`src/urxf_pkg.sv`:
```
// Shared types, constants and helper functions for the UART receiver with ring FIFO.
// No dependencies; every other file of the block imports this package.
`timescale 1ns / 1ps
`default_nettype none

package urxf_pkg;

  // Ring FIFO geometry
  localparam int unsigned RING_DEPTH = 1024;
  localparam int unsigned PTR_W      = (RING_DEPTH > 1) ? $clog2(RING_DEPTH) : 1;

  // Field and register widths
  localparam int unsigned FIFO_CNT_W = 10;
  localparam int unsigned BYTE_W     = 8;
  localparam int unsigned BIT_IDX_W  = 3;
  localparam int unsigned PERIOD_W   = 16;
  localparam int unsigned TICK_W     = 17;

  // APB register map: 32-bit words; only word 0 holds a register (the bit period)
  localparam int unsigned APB_ADDR_W = 3;
  localparam int unsigned APB_DATA_W = 32;
  localparam int unsigned REG_IDX_W  = APB_ADDR_W - 2;
  localparam logic [REG_IDX_W-1:0] REG_BIT_PERIOD = '0;

  // Bit timing
  localparam int unsigned PERIOD_MIN      = 3;
  localparam int unsigned PERIOD_RST      = 5208;
  localparam int unsigned START_RST       = PERIOD_RST + PERIOD_RST / 3;
  // floor(p / 3) == (p * DIV3_MUL) >> DIV3_SHIFT for every 16-bit p
  localparam int unsigned DIV3_MUL        = 43691;
  localparam int unsigned DIV3_SHIFT      = 17;

  typedef enum logic [1:0] {
    PH_IDLE = 2'd0,
    PH_DATA = 2'd1,
    PH_STOP = 2'd2
  } urxf_phase_e;

  // Frame receiver status toward the ring FIFO and the output stage
  typedef struct packed {
    logic              done;
    logic [BYTE_W-1:0] data;
    logic              busy;
  } urxf_frame_t;

  // Ring FIFO status for the tick just taken
  typedef struct packed {
    logic             pop_ok;
    logic             drop;
    logic [PTR_W-1:0] count;
  } urxf_ring_t;

  // Clamp the programmed period to the shortest usable one
  function automatic logic [PERIOD_W-1:0] period_used(input logic [PERIOD_W-1:0] raw);
    return (raw < PERIOD_W'(PERIOD_MIN)) ? PERIOD_W'(PERIOD_MIN) : raw;
  endfunction

  // Delay from the start edge to the sample point of data bit 0, p/3 into that bit: p + p/3
  function automatic logic [TICK_W-1:0] start_delay(input logic [PERIOD_W-1:0] p);
    logic [2*PERIOD_W-1:0] prod;
    prod = p * PERIOD_W'(DIV3_MUL);
    return TICK_W'(p) + TICK_W'(prod >> DIV3_SHIFT);
  endfunction

endpackage

`default_nettype wire

```
`src/urxf_frame.sv`:
```
// 8N1 frame receiver: start-edge detect, bit timing and LSB-first shift register.
// Depends on urxf_pkg.
`timescale 1ns / 1ps
`default_nettype none

module urxf_frame (
  input  logic                          clk_i,
  input  logic                          rst_ni,
  input  logic                          step_i,
  input  logic                          level_i,
  input  logic [urxf_pkg::PERIOD_W-1:0] period_i,
  input  logic [urxf_pkg::TICK_W-1:0]   start_i,
  output urxf_pkg::urxf_frame_t         frame_o
);
  import urxf_pkg::*;

  urxf_phase_e            phase_q, phase_d;
  logic [TICK_W-1:0]      tick_q, tick_d, tick_dec;
  logic [BIT_IDX_W-1:0]   bit_q, bit_d;
  logic [BYTE_W-1:0]      shift_q, shift_d;
  logic                   last_q;
  logic                   fall;
  logic                   expire;
  logic                   done;

  assign fall     = last_q & ~level_i;
  assign tick_dec = tick_q - TICK_W'(1);
  assign expire   = (tick_dec == '0);

  // Next phase
  always_comb begin
    phase_d = phase_q;
    unique case (phase_q)
      PH_IDLE: begin
        if (fall) phase_d = PH_DATA;
      end
      PH_DATA: begin
        if (expire && bit_q == BIT_IDX_W'(BYTE_W - 1)) phase_d = PH_STOP;
      end
      PH_STOP: begin
        if (expire) phase_d = PH_IDLE;
      end
      default: phase_d = PH_IDLE;
    endcase
  end

  // Timer, bit counter and shift register
  always_comb begin
    tick_d  = tick_q;
    bit_d   = bit_q;
    shift_d = shift_q;
    done    = 1'b0;
    unique case (phase_q)
      PH_IDLE: begin
        if (fall) begin
          tick_d  = start_i;
          bit_d   = '0;
          shift_d = '0;
        end
      end
      PH_DATA: begin
        tick_d = tick_dec;
        if (expire) begin
          shift_d[bit_q] = level_i;
          tick_d         = TICK_W'(period_i);
          bit_d          = bit_q + BIT_IDX_W'(1);
        end
      end
      PH_STOP: begin
        tick_d = tick_dec;
        done   = expire;
      end
      default: ;
    endcase
  end

  always_ff @(posedge clk_i or negedge rst_ni) begin
    if (!rst_ni) begin
      phase_q <= PH_IDLE;
      tick_q  <= '0;
      bit_q   <= '0;
      shift_q <= '0;
      last_q  <= 1'b1;
    end else if (step_i) begin
      phase_q <= phase_d;
      tick_q  <= tick_d;
      bit_q   <= bit_d;
      shift_q <= shift_d;
      last_q  <= level_i;
    end
  end

  assign frame_o = '{done: step_i & done, data: shift_q, busy: (phase_d != PH_IDLE)};

endmodule

`default_nettype wire

```
`config.mk`:
```
export PLATFORM = sky130hd
export DESIGN_NAME = urxf_frame
export DESIGN_NICKNAME = d
export VERILOG_FILES = /design/src/urxf_pkg.sv /design/src/urxf_frame.sv
export SDC_FILE = /design/constraint.sdc
export NUM_CORES = 1
export LEC_CHECK = 0
export ABC_AREA = 1
export BUFFER_PORTS_ARGS = -buffer_cell sky130_fd_sc_hd__buf_2
export CELL_PAD_IN_SITES_DETAIL_PLACEMENT = 0
export CELL_PAD_IN_SITES_GLOBAL_PLACEMENT = 1
export CORE_ASPECT_RATIO = 0.5
export CORE_MARGIN = 3
export CORE_UTILIZATION = 35
export CTS_BUF_LIST = sky130_fd_sc_hd__clkbuf_4 sky130_fd_sc_hd__clkbuf_8
export CTS_CLUSTER_DIAMETER = 50
export DETAILED_ROUTE_END_ITERATION = 7
export GPL_ROUTABILITY_DRIVEN = 1
export PLACE_DENSITY_LB_ADDON = 0.1
export REMOVE_ABC_BUFFERS = 1
export SETUP_SLACK_MARGIN = 0.2
export SLEW_MARGIN = 15
export SYNTH_ARGS = -nofsm -noshare
export SYNTH_HDL_FRONTEND = slang
export SYNTH_SLANG_ARGS = --single-unit
```
`constraint.sdc`:
```
create_clock -name clk_i -period 5.3 [get_ports clk_i]
set_clock_uncertainty 0.15 [all_clocks]
set_input_delay 0.795 -clock clk_i [delete_from_list [all_inputs] [get_ports clk_i]]
set_output_delay 0.795 -clock clk_i [all_outputs]
set_load 0.05 [all_outputs]
```
==> impl_results.rst <==
.. list-table::
   :header-rows: 1

   * - Metric
     - Value
   * - Average wire per cell in the routed design
     - 13.3 microns
   * - Critical path launch point type
     - flop
   * - Most frequent cells in the layout
     - 155 x nand2_1, 68 x nor2_1, 46 x buf_2, 44 x inv_1, 43 x nand3_1
   * - Max-Slew Margin vs Limit
     - 47.8%
   * - Yosys warns
     - 0
   * - Main flop type after synthesis
     - dfrtp_1
   * - Largest voltage drop on the vdd net
     - 191 uV
   * - Max H-tree Level
     - 2
   * - 1st-pass router iterations
     - 4
   * - Setup_tns
     - 0 ps
   * - Standard cell with the maximum stage delay on the critical path
     - dfrtp_1
   * - Crit Path Max Fanout
     - 11
   * - Kind of end point of the critical path
     - output port
   * - Port buffer count
     - 46
   * - Post-cts repair resize count
     - 0
   * - Die height
     - 67.5 microns
   * - Setup Crit Path Kind
     - reg2out
   * - Cell leakage power
     - 1.63 nW
   * - Share of the clock period used by the worst path after layout
     - 71.9%
   * - Number of setup buffers added after CTS
     - 0
   * - Crit path launch
     - tick_q[0]$_DFFE_PN0P_
   * - Highest clock rate
     - 262 MHz
   * - Final Total Pwr
     - 0.00143 W
   * - Max incr delay on CP
     - 430 ps
   * - Setup repair after global routing missed its margin
     - false
   * - Number of I/O pins
     - 47
   * - Via count of the first global-routing pass
     - 2,494
   * - Ordered list of cells on the worst path
     - inv_2 -> ha_1 -> nand2_2 -> nor2_4 -> nand2_1 -> xor2_1 -> inv_1 -> nor2_2 -> and2_2 -> and3_1 -> buf_2
   * - Startpoint of the worst register-to-register path
     - tick_q[0]$_DFFE_PN0P_
   * - Launch point of the worst hold path
     - shift_q[4]$_DFFE_PN0P_
   * - Maximum number of pins on one net before global-route repair
     - 35
   * - Total routing usage reported by global routing
     - 19.1%
   * - Clock-pin slew of the registers on the worst-case setup and hold paths
     - 80 ps
   * - Number of max-slew violations in the final report
     - 0
   * - Transition time of the tightest slew-check pin
     - 783 ps
   * - Power density relative to cell area
     - 468 nW/um^2
   * - Vias/cell
     - 4.73
   * - Synthesis-to-finish area growth
     - 15.5%
   * - Data arrival time of the critical path
     - 2870 ps
   * - Die Span X
     - 129 microns
   * - Endpoint required time on the critical path
     - 4360 ps
   * - Number of buffers created by CTS
     - 5
   * - Hold WC Path Type
     - reg2reg
   * - Status
     - finished clean
   * - Antenna diode count
     - 0
   * - DRC Markers
     - 0
   * - Clock tree from TritonCTS
     - yes
   * - Summed instance area of the synthesized netlist
     - 2650 sq um
   * - # hold bufs at CTS
     - 0
   * - Overflow left after global routing
     - 0
   * - Final nets
     - 525
   * - Final HPWL DP
     - 5710 microns
   * - Max-cap violation count
     - 0
   * - Most common library cell in the layout ignoring fill and taps
     - nand2_1
   * - Number of clock sinks seen by CTS
     - 31
   * - Mean instance size in the synthesized netlist
     - 6.10 sq um
   * - Share of final-layout standard cells stronger than drive strength 1
     - 16.8%
   * - Cell row count
     - 21
   * - Skew-Pair Late Insertion Delay
     - 300 ps
   * - Kind of cell with the highest combined delay on the critical path
     - simple AND/OR/NAND/NOR gates
   * - Buffer levels on the longest clock path
     - 2
   * - Period minus WS final
     - 3810 ps
   * - Initial standard-cell utilization of the core
     - 37.9%
   * - Post-DRT Antenna Nets
     - 0
   * - Placeable Area
     - 6990 sq um
   * - Clock root cell
     - clkbuf_8
   * - Violation count after the first detailed-routing iteration
     - 137
   * - Wirelength, routed
     - 7610 microns
   * - Die area
     - 8710 sq um
   * - Mapped Cells
     - 434
   * - Sequential share of the synthesized area
     - 29.3%
   * - Critical path buffers and inverters
     - 3
   * - Final Hold Viols
     - 0
   * - Number of enable-type register cells in the synthesized netlist
     - 0
   * - Antenna violations before repair
     - 0
   * - Number of different library cells in the post-synthesis netlist
     - 32
   * - Weighted congestion reported at the end of routability-driven placement
     - 0.835
   * - Wire length of the first global-routing pass
     - 12,800 microns
   * - Synthesized flop and latch total
     - 31
   * - Setup Viol. Count Final
     - 0
   * - Total vias in the final route
     - 2,708
   * - Synth async-reset ratio
     - 100%
## kinds of logic (layout without fill, tap and decap cells)
family	after synthesis	count (layout)	share of synthesized area [%]
buffers and inverters	57	104	8.41
XOR/XNOR	3	3	0.993
adder cells (fa/ha/maj)	8	8	3.78
AND/OR/NAND/NOR	302	302	50.5
flip-flops	31	31	29.3
AO/OA/AOI/OAI	33	33	6.99
## metrics by stage
step           instances  setup slack, ps  hold slack (ps)  instance area (sq um)  util [%]
4_1_cts              573             1480              333                   3060      43.8
2_1_floorplan        424             2090              310                   2600         -
3_3_place_gp         565             1880              308                   2970      42.5
6_report             573             1490              332                   3060      43.8
3_5_place_dp         565             1840              312                   2970      42.5
5_1_grt              573             1180              352                   3060      43.8
## where the power goes
group	internal, W	switching, W
clock network	0.0000915	0.000111
logic	0.000261	0.000554
registers	0.000309	0.000104
## routing by layer
| layer | routed length (microns) | vias to the layer above | part of all wire, % | track usage [%] |
|---|---|---|---|---|
| li1 | - | 1453 | - | - |
| met1 | 4080 | 1193 | 54 | 28.5 |
| met2 | 3000 | 57 | 39 | 28.2 |
| met3 | 493 | 5 | 6.5 | 4.19 |
| met4 | 38 | 0 | 0.50 | 3.93 |
| met5 | 0 | - | 0 | 0 |
## registers in the layout, indices dropped and copies added (netlist names)
| signal | flops |
|---|---|
| phase_q | 2 |
| tick_q | 17 |
| bit_q | 3 |
| last_q | 1 |
| shift_q | 8 |
## final timing paths
| check | endpoint | slack (ps) | cells after the start |
|---|---|---|---|
| worst min-delay path | shift_q[4]$_DFFE_PN0P_ | 330 | 2 |
| worst max register to register | shift_q[7]$_DFFE_PN0P_ | 2500 | 13 |
| worst min register to register | shift_q[4]$_DFFE_PN0P_ | 330 | 2 |
| max in group asynchronous | shift_q[1]$_DFFE_PN0P_ | 4080 | 1 |
| min in group asynchronous | tick_q[12]$_DFFE_PN0P_ | 420 | 1 |
| worst max-delay path | frame_o[9] | 1490 | 11 |
## cells in the mapped netlist, types with 2 or more instances
cell / number / area, sq um
o21ai_1: 8 / 40.0
nand2_2: 2 / 12.5
inv_2: 2 / 7.51
dfrtp_1: 30 / 751
nand4_1: 2 / 12.5
xor2_1: 2 / 17.5
nor2_4: 7 / 78.8
nor2_1: 68 / 255
nor2_2: 6 / 37.5
a21oi_1: 11 / 55.1
inv_1: 44 / 165
clkbuf_1: 8 / 30.0
nand2_1: 155 / 582
nand2_4: 3 / 33.8
nand3_1: 43 / 215
ha_1: 8 / 100
o21ai_0: 6 / 30.0
nor3_1: 10 / 50.1
nand3b_1: 2 / 15.0
o211ai_1: 5 / 37.5
## final cells by class
type | instances | area, sq um
Clock inverter | 3 | 20.0
Sequential cell | 31 | 777
Multi-Input combinational cell | 346 | 1650
Tap cell | 92 | 115
Clock buffer | 5 | 68.8
Timing Repair Buffer | 49 | 253
Inverter | 47 | 176
Fill cell | 782 | 3930
## tightest hold or removal path, cell delays in order (launching register included)
cell	delay (ps)
dfrtp_1	340
nand2_1	50
nand2_1	60
Power figures use the tool's default switching activity.
